===== config.mk =====
export PLATFORM = sky130hd
export DESIGN_NAME = signed_unsigned_divider_64
export DESIGN_NICKNAME = d
export VERILOG_FILES = /design/src/rtl/sudiv_pkg.sv /design/src/rtl/sudiv_ctrl.sv /design/src/rtl/sudiv_dp.sv /design/src/rtl/signed_unsigned_divider_64.sv
export SDC_FILE = /design/constraint.sdc
export NUM_CORES = 1
export LEC_CHECK = 0
export BUFFER_PORTS_ARGS = -buffer_cell sky130_fd_sc_hd__buf_2
export CORE_MARGIN = 5
export CORE_UTILIZATION = 61
export CTS_CLUSTER_SIZE = 28
export DETAILED_ROUTE_END_ITERATION = 12
export HOLD_SLACK_MARGIN = 0.02
export PLACE_DENSITY = 0.81
export SYNTH_ARGS = -nofsm -noshare
export SYNTH_HDL_FRONTEND = slang
export SYNTH_SLANG_ARGS = --single-unit

===== constraint.sdc =====
create_clock -name clk -period 5.3 [get_ports clk]
set_clock_uncertainty 0.2 [all_clocks]
set_input_delay 0.795 -clock clk [delete_from_list [all_inputs] [get_ports clk]]
set_output_delay 0.795 -clock clk [all_outputs]
set_load 0.02 [all_outputs]

===== src/rtl/sudiv_pkg.sv =====
// sudiv_pkg: shared constants, mode codes, controller states and command struct of the divider
`timescale 1ns / 1ps
`default_nettype none
package sudiv_pkg;

	localparam int FIELD_W    = 64;
	localparam int DATA_WIDTH = 64;
	localparam int CNT_W      = (DATA_WIDTH > 1) ? $clog2(DATA_WIDTH) : 1;
	localparam logic [CNT_W-1:0] LAST_STEP = CNT_W'(DATA_WIDTH - 1);

	typedef enum logic [1:0] {
		MODE_UQUOT = 2'd0,
		MODE_UREM  = 2'd1,
		MODE_SQUOT = 2'd2,
		MODE_SREM  = 2'd3
	} mode_t;

	typedef enum logic [1:0] {
		ST_IDLE,
		ST_PREP,
		ST_ITER,
		ST_FINISH
	} state_t;

	typedef struct packed {
		logic load;
		logic prep;
		logic step;
		logic finish;
	} cmd_t;

endpackage
`default_nettype wire


===== src/rtl/sudiv_ctrl.sv =====
// sudiv_ctrl: sequencing state machine and iteration counter of the divider
`timescale 1ns / 1ps
`default_nettype none
module sudiv_ctrl (
	input  wire logic          clk,
	input  wire logic          arst_n,
	input  wire logic          start,
	output sudiv_pkg::cmd_t    cmd,
	output logic               busy,
	output logic               done
);
	import sudiv_pkg::*;

	state_t            state_q;
	state_t            state_d;
	logic [CNT_W-1:0]  cnt_q;
	logic              done_q;

	always_ff @(posedge clk or negedge arst_n) begin
		if (!arst_n) begin
			state_q <= ST_IDLE;
			cnt_q   <= '0;
			done_q  <= 1'b0;
		end else begin
			state_q <= state_d;
			done_q  <= (state_q == ST_FINISH);
			if (state_q == ST_ITER) begin
				cnt_q <= cnt_q + 1'b1;
			end else begin
				cnt_q <= '0;
			end
		end
	end

	always_comb begin
		state_d = state_q;
		case (state_q)
			ST_IDLE: begin
				if (start) begin
					state_d = ST_PREP;
				end
			end
			ST_PREP:   state_d = ST_ITER;
			ST_ITER: begin
				if (cnt_q == LAST_STEP) begin
					state_d = ST_FINISH;
				end
			end
			ST_FINISH: state_d = ST_IDLE;
			default:   state_d = ST_IDLE;
		endcase
	end

	always_comb begin
		cmd  = '0;
		busy = 1'b1;
		case (state_q)
			ST_IDLE: begin
				busy     = 1'b0;
				cmd.load = start;
			end
			ST_PREP:   cmd.prep   = 1'b1;
			ST_ITER:   cmd.step   = 1'b1;
			ST_FINISH: cmd.finish = 1'b1;
			default:   busy       = 1'b1;
		endcase
	end

	assign done = done_q;

	a_done_idle: assert property (@(posedge clk) disable iff (!arst_n)
		done |-> !busy)
		else $error("result strobe while busy");

	a_load_prep: assert property (@(posedge clk) disable iff (!arst_n)
		cmd.load |=> (state_q == ST_PREP))
		else $error("accepted request did not enter prep");

	a_iter_end: assert property (@(posedge clk) disable iff (!arst_n)
		(state_q == ST_ITER && cnt_q == LAST_STEP) |=> (state_q == ST_FINISH))
		else $error("iteration count overran");

	a_prep_cnt: assert property (@(posedge clk) disable iff (!arst_n)
		(state_q == ST_PREP) |-> (cnt_q == '0))
		else $error("counter not cleared before iterations");

endmodule
`default_nettype wire


===== src/rtl/sudiv_dp.sv =====
// sudiv_dp: operand registers, restoring shift-subtract step and sign fix-up of the divider
`timescale 1ns / 1ps
`default_nettype none
module sudiv_dp (
	input  wire logic                           clk,
	input  wire sudiv_pkg::cmd_t                cmd,
	input  wire logic [1:0]                     mode,
	input  wire logic [sudiv_pkg::FIELD_W-1:0]  dividend,
	input  wire logic [sudiv_pkg::FIELD_W-1:0]  divisor,
	output logic      [sudiv_pkg::FIELD_W-1:0]  result
);
	import sudiv_pkg::*;

	localparam int DW = DATA_WIDTH;

	logic [1:0]    mode_q;
	logic [DW-1:0] a_q;
	logic [DW-1:0] b_q;
	logic [DW-1:0] quot_q;
	logic [DW-1:0] rem_q;
	logic [DW-1:0] div_q;
	logic [DW-1:0] res_q;

	logic          is_signed;
	logic [DW-1:0] mag_a;
	logic [DW-1:0] mag_b;
	logic [DW:0]   rem_shift;
	logic [DW:0]   diff;
	logic [DW-1:0] res_d;

	assign is_signed = (mode_q == MODE_SQUOT) || (mode_q == MODE_SREM);
	assign mag_a     = (is_signed && a_q[DW-1]) ? (~a_q + 1'b1) : a_q;
	assign mag_b     = (is_signed && b_q[DW-1]) ? (~b_q + 1'b1) : b_q;

	// partial remainder stays below the divisor, so DW bits plus the shifted-in bit suffice
	assign rem_shift = {rem_q, quot_q[DW-1]};
	assign diff      = rem_shift - {1'b0, div_q};

	always_comb begin
		res_d = '0;
		if (div_q != '0) begin
			case (mode_q)
				MODE_UQUOT: res_d = quot_q;
				MODE_UREM:  res_d = rem_q;
				MODE_SQUOT: res_d = (a_q[DW-1] ^ b_q[DW-1]) ? (~quot_q + 1'b1) : quot_q;
				MODE_SREM:  res_d = a_q[DW-1] ? (~rem_q + 1'b1) : rem_q;
				default:    res_d = '0;
			endcase
		end
	end

	always_ff @(posedge clk) begin
		if (cmd.load) begin
			mode_q <= mode;
			a_q    <= dividend[DW-1:0];
			b_q    <= divisor[DW-1:0];
		end
		if (cmd.prep) begin
			quot_q <= mag_a;
			div_q  <= mag_b;
			rem_q  <= '0;
		end
		if (cmd.step) begin
			// borrow clear means the divisor fits: keep the difference, shift in a one
			if (!diff[DW]) begin
				rem_q  <= diff[DW-1:0];
				quot_q <= {quot_q[DW-2:0], 1'b1};
			end else begin
				rem_q  <= rem_shift[DW-1:0];
				quot_q <= {quot_q[DW-2:0], 1'b0};
			end
		end
		if (cmd.finish) begin
			res_q <= res_d;
		end
	end

	assign result = FIELD_W'(res_q);

endmodule
`default_nettype wire


===== src/rtl/signed_unsigned_divider_64.sv =====
// signed_unsigned_divider_64: top level joining the divider controller and datapath
// prep state, DATA_WIDTH shift-subtract steps, sign fix-up state, then the result strobe
// requests are taken only in idle, set by the single iterative subtract unit
// the receiver cannot stall; done is high for exactly one cycle with result
// arst_n clears the controller to idle; operand and result registers are not reset
`timescale 1ns / 1ps
`default_nettype none
module signed_unsigned_divider_64 (
	input  wire logic                           clk,
	input  wire logic                           arst_n,
	input  wire logic                           start,
	output logic                                busy,
	input  wire logic [1:0]                     mode,
	input  wire logic [sudiv_pkg::FIELD_W-1:0]  dividend,
	input  wire logic [sudiv_pkg::FIELD_W-1:0]  divisor,
	output logic                                done,
	output logic      [sudiv_pkg::FIELD_W-1:0]  result
);
	import sudiv_pkg::*;

	cmd_t cmd;

	sudiv_ctrl u_ctrl (
		.clk    (clk),
		.arst_n (arst_n),
		.start  (start),
		.cmd    (cmd),
		.busy   (busy),
		.done   (done)
	);

	sudiv_dp u_dp (
		.clk      (clk),
		.cmd      (cmd),
		.mode     (mode),
		.dividend (dividend),
		.divisor  (divisor),
		.result   (result)
	);

endmodule
`default_nettype wire

# --- Word level (Yosys, flattened, before mapping) ---
# Cells that the tools add are included.
word_totals:
  regBits: 395
  wordCells: 58
  out_inout_bits: 66
classes:
  n_reduce_logical: 8
  bitwise: 5
  addsub: 6
  eq_ne: 9
  muxes: 20
ops:
  columns: ["cell", "n"]
  rows:
  - ["$mux W64", 9]
  - ["$add A64 B1 Y64 const B", 4]
  - ["$not A64 Y64", 4]
  - ["$pmux W64 S4", 1]
  - ["$sub A65 B64 Y65", 1]
  - ["$reduce_bool A64 Y1", 1]
  - ["$eq A2 B2 Y1 const B", 4]
  - ["$pmux W2 S4", 1]
  - ["$add A6 B1 Y6 const B", 1]
  - ["$eq A6 B6 Y1 const B", 1]
  - ["$mux W1", 6]
  - ["$mux W6", 1]
  - ["$eq A2 B1 Y1 const B", 2]
  - ["$logic_not A2 Y1", 2]
  - ["$mux W2", 2]
  - ["$ne A2 B2 Y1 const B", 2]
  - ["$logic_and A1 B1 Y1", 2]
  - ["$reduce_and A2 Y1", 1]
  - ["$reduce_bool A2 Y1", 1]
  - ["$logic_or A1 B1 Y1", 1]
  - ["$xor A1 B1 Y1", 1]

# --- Depth between registers and ports, before layout ---
depth:
  word_depth: 6
  ltp_mapped: 15

# --- Cells and area by module ---
# From an unflattened synthesis, not the netlist that was laid out.
unflattened:
  cells_unflattened: 2651
  hier_area_um2: 25321.8
by_module_without_submodules:
  columns: ["mod", "area_each_um2", "n_inst", "seq_area_each_um2", "cells_per_inst"]
  rows:
  - ["sudiv_dp", 24838.8, 1, 11591.1, 2606]
  - ["sudiv_ctrl", 483.0, 1, 225.2, 45]

# --- Least setup slack after synthesis ---
# No wires, ideal clock.
synth_timing:
  kind: "input-to-reg"
  startpoint: "in start"
  endpoint: "reg u_dp.a_q[0], enable pin"
  t_required_ps: 4596
  cell_stages: 1
  arrival_ps: 3757
  path_slack_ps: 839
  setup_ps: 504
  path_cell_list: "and2_1"
synth_between:
  elab_chain_cells: 1
synth_lines:
  columns: ["element", "line", "rtl"]
  rows:
  - ["start, declared", "signed_unsigned_divider_64.sv:11", "input wire logic start,"]
  - ["$mux W1", "sudiv_ctrl.sv:57", "case (state_q)"]
  - ["end signal, assigned", "sudiv_dp.sv:55", "a_q <= dividend[DW-1:0];"]
  - ["end, declared", "sudiv_dp.sv:17", "logic [DW-1:0] a_q;"]
# No other way between the ends.
# A chain may end at the register's enable or synchronous reset.

# --- Final worst setup path ---
layout_timing:
  startpoint: "reg u_dp.quot_q[63]"
  endpoint: "reg u_dp.rem_q[61], data pin"
layout_between:
  elab_chain_cells: 3
layout_lines:
  columns: ["element", "line", "rtl"]
  rows:
  - ["start, declared", "sudiv_dp.sv:19", "logic [DW-1:0] quot_q;"]
  - ["start signal, assigned", "sudiv_dp.sv:59", "quot_q <= mag_a;"]
  - ["start signal, assigned", "sudiv_dp.sv:67", "quot_q <= {quot_q[DW-2:0], 1'b1};"]
  - ["start signal, assigned", "sudiv_dp.sv:70", "quot_q <= {quot_q[DW-2:0], 1'b0};"]
  - ["$sub A65 B64 Y65", "sudiv_dp.sv:37", "assign diff = rem_shift - {1'b0, div_q};"]
  - ["$mux W64", "sudiv_dp.sv:65", "if (!diff[DW]) begin"]
  - ["$mux W64", "sudiv_dp.sv:63", "if (cmd.step) begin"]
  - ["end signal, assigned", "sudiv_dp.sv:66", "rem_q <= diff[DW-1:0];"]
  - ["end signal, assigned", "sudiv_dp.sv:69", "rem_q <= rem_shift[DW-1:0];"]
  - ["end, declared", "sudiv_dp.sv:20", "logic [DW-1:0] rem_q;"]
# No other way between the ends.

==> flow_summary_export.csv <==
group,metric,value,unit
synth,synth_edf_count,386,
clock_network,cts_tree,"yes",
finish,layout_common_cells,"386 x edfxtp_1, 258 x o21ai_0, 234 x nand2_1",
floorplan,rows,74,
setup_path,required,5.51,ns
route,vias_per_cell,6.65,
floorplan,die_area,45400,um2
synth,async_flop_share,2.28,%
finish,fin_area,28100,um2
route,vias,22255,
setup_path,worstSetupStartpointType,"register",
setup_path,endpoint_kind,"register",
global_route,track_usage,32.9,%
synth,synth.area.top_cells,"edfxtp_1 46%, xnor2_1 5.4%, o21ai_0 5.1%",
place,port_buffers,198,
finish,diodes,0,
sta,setup_violations,0,
synth,syn_area,25100,um2
clock_network,clk_latency,0.60,ns
setup_path,critical_path.cell_chain,"inv_1 -> ha_1 -> fa_1 -> nand2b_1 -> a21oi_1 -> nor2_1 -> o31ai_1 -> nand4b_1 -> nand3_1 -> a311oi_1 -> or3_1 -> buf_4 -> nand3_1 -> o22ai_1",
sta,worst_slew_pin_slew,1.18,ns
setup_path,slowest_delay,0.80,ns
sta,hold_viol,0,
setup_path,arrival,5.07,ns
global_route,antenna_found_initial,0,
place,dpl.hpwl,56.9,mm
clock_network,cts.sinks,395,
place,dpl_worst_slack,0.621,ns
route,post-route-drc-count,0,
place,placedInstanceArea,26700,um2
clock_network,cts_buffer_depth,3,
clock_network,cts_max_level,2,
sta,rsz0062_at_grt,"false",
sta,setup_ws,0.436,ns
sta,fmax,206,MHz
route,wl_per_cell,22.8,um
synth,synth-main-ff-cell,"edfxtp_1",
synth,synth_top_area_share,46.1,%
flow_run,drv_cap,0,
hold_path,hp-class,"input port to register",
synth,synth_seq_area_share,47.0,%
sta,final_max_slew_viol_count,0,
finish,nNetsFinal,2989,
global_route,grt_pass1_vias,20921,
sta,setup_tns,0,ns
sta,slew_headroom,21.4,%
floorplan,die_h,213,um
synth,ys_ff_latch,395,
global_route,grt-ovfl-total,0,
run_status,status,"complete, no violations",
setup_path,cp_common_cell,"nand3_1",
route,drtAntennaViolNets,0,
place,routabilityCongestion,0.982,
sta,hold_slack,0.174,ns
finish,area_growth,11.8,%
clock_network,clkTransAtPathRegs,0.06,ns
pwr,vdd_drop_max,0.254,mV
synth,yosysWarnings,0,
route,drtPass1Iterations,7,
global_route,grt_pass1_wl,117,mm
global_route,grt_max_degree,131,
pwr,p_leak,10.3,nW
sta,layout_min_cycle_time,4.86,ns
route,routed_wl,76.4,mm
place,dp_cells,3267,
synth,synth_cells,2639,
finish,fin_cells,3348,
setup_path,slowest_stage,"a311oi_1",
sta,finalCritPeriodShare,91.8,%
finish,drive_above_1_share,12.6,%
setup_path,critical_path_class,"register to register",
floorplan,core,40800,um2
setup_path,crit_fanout,10,
floorplan,start_util,61.6,%
finish,final_common_cell,"edfxtp_1",
synth,yosysUniqueCellTypes,73,
floorplan,io-pin-count,199,
clock_network,cts_buffers,43,
synth,synth_area_leader_cell,"edfxtp_1",
synth,syn_area_per_cell,9.53,um2
pwr,power.density,232,nW/um2
route,initialDrtViolationCount,2789,
clock_network,cts_root_buf,"clkbuf_16",
floorplan,die_w,213,um
synth,synth_nets,2847,
final cells by class:
type,count,area [um2]
sequential,395,11800
clock buffer,55,1140
multi-input combinational,1994,12500
inverter,106,398
fill,3114,12700
timing repair buffer,241,1340
tap,532,666
clock inverter,25,282
layer usage:
| layer | part of all wire [%] | GRT usage, % | vias to the layer above |
|---|---|---|---|
| li1 | - | - | 10181 |
| met1 | 39 | 45.3 | 10548 |
| met2 | 46 | 51.6 | 1304 |
| met3 | 10 | 6.58 | 222 |
| met4 | 4.4 | 13.0 | 0 |
| met5 | 0 | 0 | - |
kinds of logic after synthesis:
logic type                 after synthesis  share of synthesized area (%)
and+or+nand+nor                        861                           16.8
AOI/OAI and AO/OA                      779                           18.7
adders and majority gates               75                           3.76
DFF                                    395                           47.0
buffers and inverters                  250                           3.73
muxes                                   39                           1.64
xor gates and xnor gates               240                           8.36
critical path: cells and delay by family (launching register included):
kind / cells / cell delay, ns
AOI/OAI and AO/OA: 4 / 1.77
adders and majority gates: 2 / 0.61
buffers and inverters: 2 / 0.31
DFF: 1 / 0.36
and+or+nand+nor: 6 / 1.44
path summary, 6_finish.rpt:
check	to	cells after the start	start	slack (ns)
worst max-delay path	u_dp.rem_q[61]$_SDFFCE_PN0P_	14	u_dp.quot_q[63]$_DFFE_PP_	0.44
worst min-delay path	u_dp.a_q[11]$_DFFE_PP_	1	dividend[11]	0.17
worst max register to register	u_dp.rem_q[61]$_SDFFCE_PN0P_	14	u_dp.quot_q[63]$_DFFE_PP_	0.44
worst min register to register	u_ctrl.cnt_q[0]$_DFF_PN0_	1	u_ctrl.cnt_q[0]$_DFF_PN0_	0.26
max in group asynchronous	u_ctrl.cnt_q[1]$_DFF_PN0_	2	arst_n	4.28
min in group asynchronous	u_ctrl.cnt_q[0]$_DFF_PN0_	2	arst_n	0.41
power breakdown:
group	switching, mW	internal (mW)
Combinational	0.0161	0.0340
Clock	1.29	1.78
Sequential	0	3.39
registers in the layout, indices dropped and copies added, names as in the netlist:
| signal | flops |
|---|---|
| u_ctrl.cnt_q | 6 |
| u_dp.result | 64 |
| u_dp.rem_q | 64 |
| u_dp.b_q | 64 |
| u_ctrl.done | 1 |
| u_dp.mode_q | 2 |
| u_dp.quot_q | 64 |
| u_ctrl.state_q | 2 |
| u_dp.a_q | 64 |
| u_dp.div_q | 64 |
metrics by stage:
stage               total power [mW]  utilization (%)
global placement                3.51             65.3
floorplan                       3.46                -
CTS                             6.55             68.8
finish                          6.52             68.8
global route                    6.68             68.8
detailed placement              3.51             65.3
what timing repair did:
action,CTS,global route
resized for setup,0,0
hold endpoints to repair,9,0
setup buffers,0,0
hold buffers,1,0
synth_stat cells (22+ instances only):
cell type,count
edfxtp_1,386
o21ai_0,258
nand2_1,234
a21oi_1,224
nor2_1,202
xnor2_1,154
clkbuf_1,132
inv_1,103
nand3_1,93
xor2_1,86
ha_1,74
nor3_1,66
a211oi_1,50
nor4_1,48
o31ai_1,43
or3_1,43
or4_1,36
nand4_1,31
a31oi_1,29
a21o_1,23
mux2i_1,22
(Power assumes the default switching activity.)
